--- config.mk ---
export PLATFORM = sky130hd
export DESIGN_NAME = bfela_ctrl
export DESIGN_NICKNAME = d
export VERILOG_FILES = /design/src/design/beam_fixed_end_load_accumulator_defines.svh /design/src/design/bfela_pkg.sv /design/src/design/bfela_ctrl.sv
export SDC_FILE = /design/constraint.sdc
export NUM_CORES = 1
export LEC_CHECK = 0
export BUFFER_PORTS_ARGS = -buffer_cell sky130_fd_sc_hd__buf_2
export CAP_MARGIN = 20
export CORE_MARGIN = 2
export CORE_UTILIZATION = 54
export DETAILED_ROUTE_END_ITERATION = 10
export GPL_TIMING_DRIVEN = 0
export PLACE_DENSITY = 0.83
export SLEW_MARGIN = 20
export SYNTH_ARGS = -nofsm -noshare
export SYNTH_HDL_FRONTEND = slang
export SYNTH_SLANG_ARGS = --single-unit
--- constraint.sdc ---
create_clock -name clk -period 3.25 [get_ports clk]
set_clock_uncertainty 0.1 [all_clocks]
set_input_delay 0.1625 -clock clk [delete_from_list [all_inputs] [get_ports clk]]
set_output_delay 0.1625 -clock clk [all_outputs]
set_load 0.005 [all_outputs]
--- src/design/beam_fixed_end_load_accumulator_defines.svh ---
// assertion macros for the beam fixed-end load accumulator
// used by the top level only; expects clk and rst in scope
`ifndef BEAM_FIXED_END_LOAD_ACCUMULATOR_DEFINES_SVH
`define BEAM_FIXED_END_LOAD_ACCUMULATOR_DEFINES_SVH

// implication checked in the next cycle, off during reset
`define BFELA_ASSERT_NEXT(label, ante, cons, msg) \
  label: assert property (@(posedge clk) disable iff (rst) (ante) |=> (cons)) \
    else $error(msg);

// same-cycle implication, off during reset
`define BFELA_ASSERT_NOW(label, ante, cons, msg) \
  label: assert property (@(posedge clk) disable iff (rst) (ante) |-> (cons)) \
    else $error(msg);

// checked through reset as well
`define BFELA_ASSERT_RST(label, ante, cons, msg) \
  label: assert property (@(posedge clk) (ante) |=> (cons)) \
    else $error(msg);

`endif

--- src/design/bfela_pkg.sv ---
// shared types, codes and the micro-op table of the load accumulator
// no dependencies
`timescale 1ns / 1ps
`default_nettype none

package bfela_pkg;

  localparam int DW        = 32;   // data width of values and accumulators
  localparam int PW        = 20;   // width of position terms
  localparam int SHIFT     = 16;   // fraction bits of every rounded product
  localparam int NUM_ACC   = 10;

  localparam logic signed [DW-1:0] Q_ONE      = 32'sd65536;
  localparam logic signed [DW-1:0] Q_HALF     = 32'sd32768;
  localparam logic signed [DW-1:0] Q_EIGHTH   = 32'sd8192;
  localparam logic signed [DW-1:0] DIV3_MAGIC = 32'sd1431655766;

  // configuration register indexes
  localparam logic [1:0] CFG_LENGTH = 2'd0;
  localparam logic [1:0] CFG_REL_Z  = 2'd1;
  localparam logic [1:0] CFG_REL_Y  = 2'd2;

  // load kinds
  localparam logic [1:0] KIND_UNIFORM = 2'd0;
  localparam logic [1:0] KIND_PARTIAL = 2'd1;
  localparam logic [1:0] KIND_POINT   = 2'd2;
  localparam logic [1:0] KIND_UNKNOWN = 2'd3;

  // release codes
  localparam logic [1:0] REL_NONE = 2'd0;
  localparam logic [1:0] REL_I    = 2'd1;
  localparam logic [1:0] REL_J    = 2'd2;

  // result status
  localparam logic [1:0] ST_APPLIED = 2'd0;
  localparam logic [1:0] ST_IGNORED = 2'd1;
  localparam logic [1:0] ST_UNKNOWN = 2'd2;

  // multiplier modes
  localparam logic MODE_ROUND = 1'b0;
  localparam logic MODE_DIV12 = 1'b1;

  // operand sources
  localparam logic [4:0] S_CY = 5'd0,  S_CZ = 5'd1,  S_CA = 5'd2,  S_F = 5'd3;
  localparam logic [4:0] S_L = 5'd4,   S_G = 5'd5,   S_C = 5'd6,   S_OC = 5'd7;
  localparam logic [4:0] S_K3A = 5'd8, S_K3B = 5'd9, S_ONE = 5'd10, S_HALF = 5'd11;
  localparam logic [4:0] S_EIGHTH = 5'd12, S_WY = 5'd13, S_WZ = 5'd14, S_WA = 5'd15;
  localparam logic [4:0] S_LG = 5'd16, S_P = 5'd17,  S_SY = 5'd18, S_SZ = 5'd19;
  localparam logic [4:0] S_G2 = 5'd20, S_T = 5'd21,  S_KI = 5'd22, S_KJ = 5'd23;
  localparam logic [4:0] S_LY = 5'd24, S_LZ = 5'd25, S_TY = 5'd26, S_TZ = 5'd27;
  localparam int NUM_SRC = 32;

  // destinations
  localparam logic [4:0] D_NONE = 5'd0, D_WY = 5'd1, D_WZ = 5'd2, D_WA = 5'd3;
  localparam logic [4:0] D_LG = 5'd4, D_P = 5'd5, D_SY = 5'd6, D_SZ = 5'd7;
  localparam logic [4:0] D_G2 = 5'd8, D_T = 5'd9, D_KI = 5'd10, D_KJ = 5'd11;
  localparam logic [4:0] D_LY = 5'd12, D_LZ = 5'd13, D_TY = 5'd14, D_TZ = 5'd15;
  localparam logic [4:0] D_RA0 = 5'd16, D_RA1 = 5'd17, D_RA2 = 5'd18, D_RA3 = 5'd19;
  localparam logic [4:0] D_RA4 = 5'd20, D_FE0 = 5'd21, D_FE1 = 5'd22, D_FE2 = 5'd23;
  localparam logic [4:0] D_FE3 = 5'd24, D_FE4 = 5'd25;

  typedef struct packed {
    logic [4:0] a_sel;
    logic [4:0] b_sel;
    logic       mode;
    logic [4:0] dest;
    logic       accum;
    logic       last;
  } uop_t;

  typedef struct packed {
    logic       capture;
    logic       clear_acc;
    logic       set_status;
    logic [1:0] status_code;
    logic       issue;
    logic       wr;
    logic       load_out;
    uop_t       uop;
  } cmd_t;

  typedef struct packed {
    logic       op;
    logic [1:0] kind;
    logic       point_oor;
    logic [1:0] rz;
    logic [1:0] ry;
  } stat_t;

  function automatic uop_t mk(input logic [4:0] a, input logic [4:0] b, input logic m,
                              input logic [4:0] d, input logic ac);
    uop_t u;
    u.a_sel = a;
    u.b_sel = b;
    u.mode  = m;
    u.dest  = d;
    u.accum = ac;
    u.last  = 1'b0;
    return u;
  endfunction

  function automatic uop_t get_uop(input logic [1:0] prog, input logic [4:0] pc,
                                   input logic [1:0] rz, input logic [1:0] ry);
    uop_t u;
    u = mk(S_ONE, S_ONE, MODE_ROUND, D_NONE, 1'b0);
    unique case (prog)
      KIND_UNIFORM: begin
        unique case (pc)
          5'd0:  u = mk(S_CY, S_F, MODE_ROUND, D_WY, 1'b0);
          5'd1:  u = mk(S_CZ, S_F, MODE_ROUND, D_WZ, 1'b0);
          5'd2:  u = mk(S_CA, S_F, MODE_ROUND, D_WA, 1'b0);
          5'd3:  u = mk(S_WY, S_L, MODE_ROUND, D_LY, 1'b0);
          5'd4:  u = mk(S_WZ, S_L, MODE_ROUND, D_LZ, 1'b0);
          5'd5:  u = mk(S_WA, S_L, MODE_ROUND, D_P, 1'b0);
          5'd6:  u = mk(S_P, S_ONE, MODE_ROUND, D_RA0, 1'b0);
          5'd7:  u = mk(S_P, S_HALF, MODE_ROUND, D_FE0, 1'b0);
          5'd8:  u = mk(S_LY, S_HALF, MODE_ROUND, D_RA1, 1'b0);
          5'd9:  u = mk(S_LY, S_HALF, MODE_ROUND, D_RA2, 1'b0);
          5'd10: u = mk(S_LZ, S_HALF, MODE_ROUND, D_RA3, 1'b0);
          5'd11: u = mk(S_LZ, S_HALF, MODE_ROUND, D_RA4, 1'b0);
          5'd12: u = mk(S_LY, S_L, MODE_ROUND, D_TY, 1'b0);
          5'd13: u = mk(S_LZ, S_L, MODE_ROUND, D_TZ, 1'b0);
          5'd14: u = mk(S_TY, S_ONE, MODE_DIV12, D_KI, 1'b0);
          5'd15: u = mk(S_TZ, S_ONE, MODE_DIV12, D_KJ, 1'b0);
          5'd16: begin
            if (rz == REL_NONE) u = mk(S_KI, S_ONE, MODE_ROUND, D_FE1, 1'b0);
            else if (rz == REL_J) u = mk(S_TY, S_EIGHTH, MODE_ROUND, D_FE1, 1'b0);
          end
          5'd17: begin
            if (rz == REL_NONE) u = mk(S_KI, S_ONE, MODE_ROUND, D_FE2, 1'b0);
            else if (rz == REL_I) u = mk(S_TY, S_EIGHTH, MODE_ROUND, D_FE2, 1'b0);
          end
          5'd18: begin
            if (ry == REL_NONE) u = mk(S_KJ, S_ONE, MODE_ROUND, D_FE3, 1'b0);
            else if (ry == REL_J) u = mk(S_TZ, S_EIGHTH, MODE_ROUND, D_FE3, 1'b0);
          end
          5'd19: begin
            if (ry == REL_NONE) u = mk(S_KJ, S_ONE, MODE_ROUND, D_FE4, 1'b0);
            else if (ry == REL_I) u = mk(S_TZ, S_EIGHTH, MODE_ROUND, D_FE4, 1'b0);
          end
          default: ;
        endcase
        u.last = (pc == 5'd19);
      end
      KIND_PARTIAL: begin
        unique case (pc)
          5'd0:  u = mk(S_CY, S_F, MODE_ROUND, D_WY, 1'b0);
          5'd1:  u = mk(S_CZ, S_F, MODE_ROUND, D_WZ, 1'b0);
          5'd2:  u = mk(S_CA, S_F, MODE_ROUND, D_WA, 1'b0);
          5'd3:  u = mk(S_L, S_G, MODE_ROUND, D_LG, 1'b0);
          5'd4:  u = mk(S_WA, S_LG, MODE_ROUND, D_P, 1'b0);
          5'd5:  u = mk(S_P, S_ONE, MODE_ROUND, D_RA0, 1'b0);
          5'd6:  u = mk(S_P, S_C, MODE_ROUND, D_FE0, 1'b0);
          5'd7:  u = mk(S_WY, S_LG, MODE_ROUND, D_SY, 1'b0);
          5'd8:  u = mk(S_WZ, S_LG, MODE_ROUND, D_SZ, 1'b0);
          5'd9:  u = mk(S_SY, S_OC, MODE_ROUND, D_RA1, 1'b0);
          5'd10: u = mk(S_SY, S_C, MODE_ROUND, D_RA2, 1'b0);
          5'd11: u = mk(S_SZ, S_OC, MODE_ROUND, D_RA3, 1'b0);
          5'd12: u = mk(S_SZ, S_C, MODE_ROUND, D_RA4, 1'b0);
          5'd13: u = mk(S_G, S_G, MODE_ROUND, D_G2, 1'b0);
          5'd14: u = mk(S_OC, S_OC, MODE_ROUND, D_T, 1'b0);
          5'd15: u = mk(S_C, S_T, MODE_ROUND, D_KI, 1'b0);
          5'd16: u = mk(S_G2, S_K3A, MODE_ROUND, D_T, 1'b0);
          5'd17: u = mk(S_T, S_ONE, MODE_DIV12, D_KI, 1'b1);
          5'd18: u = mk(S_C, S_C, MODE_ROUND, D_T, 1'b0);
          5'd19: u = mk(S_OC, S_T, MODE_ROUND, D_KJ, 1'b0);
          5'd20: u = mk(S_G2, S_K3B, MODE_ROUND, D_T, 1'b0);
          5'd21: u = mk(S_T, S_ONE, MODE_DIV12, D_KJ, 1'b1);
          5'd22: u = mk(S_G, S_KI, MODE_ROUND, D_KI, 1'b0);
          5'd23: u = mk(S_G, S_KJ, MODE_ROUND, D_KJ, 1'b0);
          5'd24: u = mk(S_WY, S_L, MODE_ROUND, D_LY, 1'b0);
          5'd25: u = mk(S_LY, S_L, MODE_ROUND, D_TY, 1'b0);
          5'd26: u = mk(S_WZ, S_L, MODE_ROUND, D_LZ, 1'b0);
          5'd27: u = mk(S_LZ, S_L, MODE_ROUND, D_TZ, 1'b0);
          5'd28: u = mk(S_TY, S_KI, MODE_ROUND, D_FE1, 1'b0);
          5'd29: u = mk(S_TY, S_KJ, MODE_ROUND, D_FE2, 1'b0);
          5'd30: u = mk(S_TZ, S_KI, MODE_ROUND, D_FE3, 1'b0);
          5'd31: u = mk(S_TZ, S_KJ, MODE_ROUND, D_FE4, 1'b0);
          default: ;
        endcase
        u.last = (pc == 5'd31);
      end
      KIND_POINT: begin
        unique case (pc)
          5'd0:  u = mk(S_CY, S_F, MODE_ROUND, D_WY, 1'b0);
          5'd1:  u = mk(S_CZ, S_F, MODE_ROUND, D_WZ, 1'b0);
          5'd2:  u = mk(S_CA, S_F, MODE_ROUND, D_WA, 1'b0);
          5'd3:  u = mk(S_WA, S_ONE, MODE_ROUND, D_RA0, 1'b0);
          5'd4:  u = mk(S_WA, S_C, MODE_ROUND, D_FE0, 1'b0);
          5'd5:  u = mk(S_WY, S_OC, MODE_ROUND, D_RA1, 1'b0);
          5'd6:  u = mk(S_WY, S_C, MODE_ROUND, D_RA2, 1'b0);
          5'd7:  u = mk(S_WZ, S_OC, MODE_ROUND, D_RA3, 1'b0);
          5'd8:  u = mk(S_WZ, S_C, MODE_ROUND, D_RA4, 1'b0);
          5'd9:  u = mk(S_OC, S_OC, MODE_ROUND, D_T, 1'b0);
          5'd10: u = mk(S_C, S_T, MODE_ROUND, D_KI, 1'b0);
          5'd11: u = mk(S_C, S_C, MODE_ROUND, D_T, 1'b0);
          5'd12: u = mk(S_T, S_OC, MODE_ROUND, D_KJ, 1'b0);
          5'd13: u = mk(S_WY, S_L, MODE_ROUND, D_LY, 1'b0);
          5'd14: u = mk(S_WZ, S_L, MODE_ROUND, D_LZ, 1'b0);
          5'd15: u = mk(S_LY, S_KI, MODE_ROUND, D_FE1, 1'b0);
          5'd16: u = mk(S_LY, S_KJ, MODE_ROUND, D_FE2, 1'b0);
          5'd17: u = mk(S_LZ, S_KI, MODE_ROUND, D_FE3, 1'b0);
          5'd18: u = mk(S_LZ, S_KJ, MODE_ROUND, D_FE4, 1'b0);
          default: ;
        endcase
        u.last = (pc == 5'd18);
      end
      default: u.last = 1'b1;
    endcase
    return u;
  endfunction

endpackage

`default_nettype wire

--- src/design/bfela_ctrl.sv ---
// controller: handshake, item decode and micro-op sequencing
// uses bfela_pkg; drives bfela_datapath through cmd_t
`timescale 1ns / 1ps
`default_nettype none

module bfela_ctrl (
  input  logic             clk,
  input  logic             rst,
  input  logic             in_valid,
  output logic             in_ready,
  output logic             out_valid,
  input  logic             out_ready,
  input  bfela_pkg::stat_t stat,
  output bfela_pkg::cmd_t  cmd
);
  import bfela_pkg::*;

  localparam logic [1:0] S_IDLE   = 2'd0;
  localparam logic [1:0] S_DECIDE = 2'd1;
  localparam logic [1:0] S_RUN    = 2'd2;
  localparam logic [1:0] S_DONE   = 2'd3;

  logic [1:0] state, state_next;
  logic [4:0] pc, pc_next;
  logic       phase, phase_next;
  logic [1:0] prog, prog_next;
  logic       out_valid_next;
  uop_t       uop;

  always_ff @(posedge clk) begin
    if (rst) begin
      state     <= S_IDLE;
      pc        <= '0;
      phase     <= 1'b0;
      prog      <= KIND_UNIFORM;
      out_valid <= 1'b0;
    end else begin
      state     <= state_next;
      pc        <= pc_next;
      phase     <= phase_next;
      prog      <= prog_next;
      out_valid <= out_valid_next;
    end
  end

  assign in_ready = (state == S_IDLE);

  always_comb begin
    state_next = state;
    pc_next    = pc;
    phase_next = phase;
    prog_next  = prog;
    uop        = get_uop(prog, pc, stat.rz, stat.ry);
    cmd        = '0;
    cmd.uop    = uop;
    unique case (state)
      S_IDLE: begin
        if (in_valid) begin
          cmd.capture = 1'b1;
          state_next  = S_DECIDE;
        end
      end
      S_DECIDE: begin
        cmd.set_status = 1'b1;
        priority if (!stat.op) begin
          cmd.clear_acc   = 1'b1;
          cmd.status_code = ST_APPLIED;
          state_next      = S_DONE;
        end else if (stat.kind == KIND_UNKNOWN) begin
          cmd.status_code = ST_UNKNOWN;
          state_next      = S_DONE;
        end else if (stat.kind == KIND_POINT && stat.point_oor) begin
          cmd.status_code = ST_IGNORED;
          state_next      = S_DONE;
        end else begin
          cmd.status_code = ST_APPLIED;
          prog_next       = stat.kind;
          pc_next         = '0;
          phase_next      = 1'b0;
          state_next      = S_RUN;
        end
      end
      S_RUN: begin
        // issue a product, then write it back the next cycle
        if (!phase) begin
          cmd.issue  = 1'b1;
          phase_next = 1'b1;
        end else begin
          cmd.wr     = 1'b1;
          phase_next = 1'b0;
          if (uop.last) state_next = S_DONE;
          else          pc_next = pc + 5'd1;
        end
      end
      S_DONE: begin
        if (!out_valid || out_ready) begin
          cmd.load_out = 1'b1;
          state_next   = S_IDLE;
        end
      end
      default: state_next = S_IDLE;
    endcase
  end

  always_comb begin
    if (cmd.load_out)   out_valid_next = 1'b1;
    else if (out_ready) out_valid_next = 1'b0;
    else                out_valid_next = out_valid;
  end

endmodule

`default_nettype wire

==> metrics <==
clock root buffer master clkbuf_8; fin crit period between 3 and 4 ns; GRT Util Overall 36.1%; share of layout cells above drive strength 1 between 30% and 40%; H-Tree Depth 1; max_slew headroom 49.0%; clock sinks 27; post-synthesis sequential area ratio about 18%; Antenna diodes 0; CTS Hold Bufs 0; Int Pwr 0.632 mW; DR vias/cell roughly 6.8; syn avg cell area 7.03 um^2; FF+latch count, synth 27; hold_ws about 0.076 ns; Reg power frac 36.2%; NetSw a little under 0.4 mW; Layout fillers 467; grt total ovfl 0; Syn. warnings 0; dpl cells 547; top_reg_cell synth dfxtp_1; crit path launch pc[2]$_SDFFE_PP0N_; Routed WL 11,900 um; Multi-input gate area about 2500 um^2; outcome completed; final instance area 3890 um^2; critical path type flip-flop to flip-flop; Startpoint Class flip-flop; drt initial violations 607; chip height about 80 um; I/O pin count 40; final worst-path cycle share 99.8%; largest net degree at the start of global routing 17; ys async rst share 0%; Initial Utilization 55.8%; setup violators final 0; wire length per cell around 21 um; Critical Path Fanout Max 10; DRC viols 0; final core area utilization 70.6%; Mapped Cells 437; crit path capture type flip-flop; dpl cell area 3390 um^2; Yosys cell types 72; hold_sp stat[5]; peak supply drop 223 uV; max cap viols 0; area grow syn2layout 26.5%; Nets 534; post-synthesis net count 467; cell row count 27; final estimated routing congestion in global placement 1.03; Slew Viols, Final 0; CTS tree yes; CORE AREA 5510 um^2; final hold vios 0; Layout Cells excl Fill 575; CTS max path bufs 2; Port-buffer cells 38; global-route wire length before repair 18,100 um; mapped cell area 3070 um^2; vias in the first global route 3,618; Worst Max-Slew Pin Slew between 0.7 and 0.8 ns; Max Fclk 0.308 GHz; PwrDens ~260 nW/um^2; initial antenna violation count 0; switch share 38.4%; Worst EP required 3.28 ns; Die Area around 6300 um^2; ANT nets after route 0; Sequential cell area 553 um^2; EDFF count, synth 0; routed vias 3,904; First-pass DRT Iterations 5; worst hold path class primary input to flip-flop; RSZ-0062 raised after global routing yes; total leakage power roughly 1.6 nW; Comb pwr share around 44%; Clk network pwr share just under 20%; Post-DP HPWL 8310 um; CP arrival 3.28 ns; worst reg2reg path startpoint pc[2]$_SDFFE_PP0N_; CTS buffer count 3; Skew-Pair Late Insertion Delay 0.28 ns; chip width between 70 and 80 um; CTS clk-pin slew, worst paths 0.10 ns
[area by class of cell]
type | instances | share of cell area (%)
repair buffers | 67 | 10.6
multi-input cells | 349 | 64.0
plain buffers | 31 | 4.83
well taps | 72 | 2.32
clock inverters | 1 | 0.193
inverters | 25 | 2.74
clock buffers | 3 | 1.06
flip-flops and latches | 27 | 14.2
[cells in the mapped netlist, types with 3 or more instances]
library cell | instances | area share, %
nor3_1 | 16 | 2.6
a221o_1 | 3 | 0.98
a21oi_1 | 38 | 6.2
nor2_1 | 48 | 5.9
inv_1 | 22 | 2.7
buf_2 | 10 | 1.6
mux2i_1 | 7 | 2.3
clkbuf_1 | 14 | 1.7
buf_1 | 5 | 0.61
a211o_1 | 3 | 0.86
ha_1 | 18 | 7.3
dfxtp_1 | 27 | 18
or3_1 | 4 | 0.81
a211oi_1 | 4 | 0.98
a32oi_1 | 3 | 0.86
o31ai_1 | 3 | 0.73
and2_1 | 3 | 0.61
nand2b_1 | 12 | 2.4
a21o_1 | 5 | 1.2
buf_4 | 4 | 0.98
nor2b_1 | 10 | 2.0
a22oi_1 | 4 | 0.98
a2111oi_0 | 3 | 0.86
and3_1 | 4 | 0.81
nand2_1 | 38 | 4.6
a222oi_1 | 4 | 1.3
o22ai_1 | 6 | 1.2
inv_2 | 3 | 0.37
nor3b_1 | 4 | 0.98
a31oi_1 | 6 | 1.2
nand3_1 | 9 | 1.5
buf_6 | 3 | 1.1
o21ai_0 | 32 | 5.2
o32ai_1 | 6 | 1.7
o311ai_0 | 3 | 0.86
o221ai_1 | 3 | 0.86
o211ai_1 | 5 | 1.2
[metal layers]
metal / wire length (um) / global-route usage [%]
met3: 1250 / 7.01
met2: 5530 / 59.7
met1: 4600 / 46.0
met5: 0 / 0
met4: 501 / 14.5
[layout by cell type, fill, tap and decap left out, drive strengths merged, types with 6 or more instances in the layout]
cell type   n
inv        25
o22ai       6
nor2b      10
nor3       17
nor2       48
mux2i       7
a31oi       7
a21oi      39
ha         18
nand2      38
o21ai      32
nand3       9
dfxtp      27
nand2b     12
buf        85
o32ai       6
clkbuf     16
[metrics by stage]
stage / power (mW) / worst slack, ns / setup TNS [ns]
final: 1.03 / 0.00727 / 0
after CTS: 1.00 / 0.00227 / 0
after floorplan: 0.664 / 0.00148 / 0
after global placement: 0.778 / -0.364 / -4.09
after detailed placement: 0.800 / -0.424 / -4.58
after global routing: 1.08 / -0.0721 / -0.158
[power by group through the flow]
| stage | Clock (mW) | Sequential, mW | Combinational, mW |
|---|---|---|---|
| global placement | 0 | 0.380 | 0.398 |
| detailed placement | 0 | 0.381 | 0.418 |
| floorplan | 0 | 0.377 | 0.287 |
| finish | 0.200 | 0.372 | 0.455 |
| global route | 0.215 | 0.375 | 0.488 |
| CTS | 0.200 | 0.372 | 0.433 |
[logic make-up after synthesis]
group,after synthesis,share of synthesized area (%)
multiplexers,11,3.99
XOR/XNOR,1,0.285
buffers and inverters,61,9.08
AO/OA/AOI/OAI,155,35.0
flip-flops,27,17.6
adder cells (fa/ha/maj),18,7.33
AND/OR/NAND/NOR,164,26.7
[worst paths after layout]
kind	to	slack, ns	cells after the start
worst max-delay path	flip-flop	0.007	16
worst min-delay path	prog[0]$_SDFFE_PP0P_	0.08	3
worst max register to register	flip-flop	0.007	16
worst min register to register	phase$_SDFFE_PP0P_	0.43	2
[critical path: stages (launching register included)]
cell and delay [ns]:
dfxtp_4 0.41, buf_8 0.14, nand2_4 0.08, nor2_4 0.05, ha_4 0.14, mux2_4 0.29
or3_4 0.38, a31oi_4 0.23, o22a_1 0.17, buf_6 0.11, nor2_4 0.05, buf_4 0.17
ha_2 0.22, nand3_1 0.09, o21ai_0 0.09, o221ai_1 0.18, o21ai_0 0.17
[what timing repair did]
action / in CTS / in global routing
resized for setup: 36 / 39
pin swaps: 11 / 19
endpoints found under the setup margin: 29 / 26
setup buffers: 14 / 15
hold endpoints to repair: 0 / 0
(Power assumes the default switching activity.)
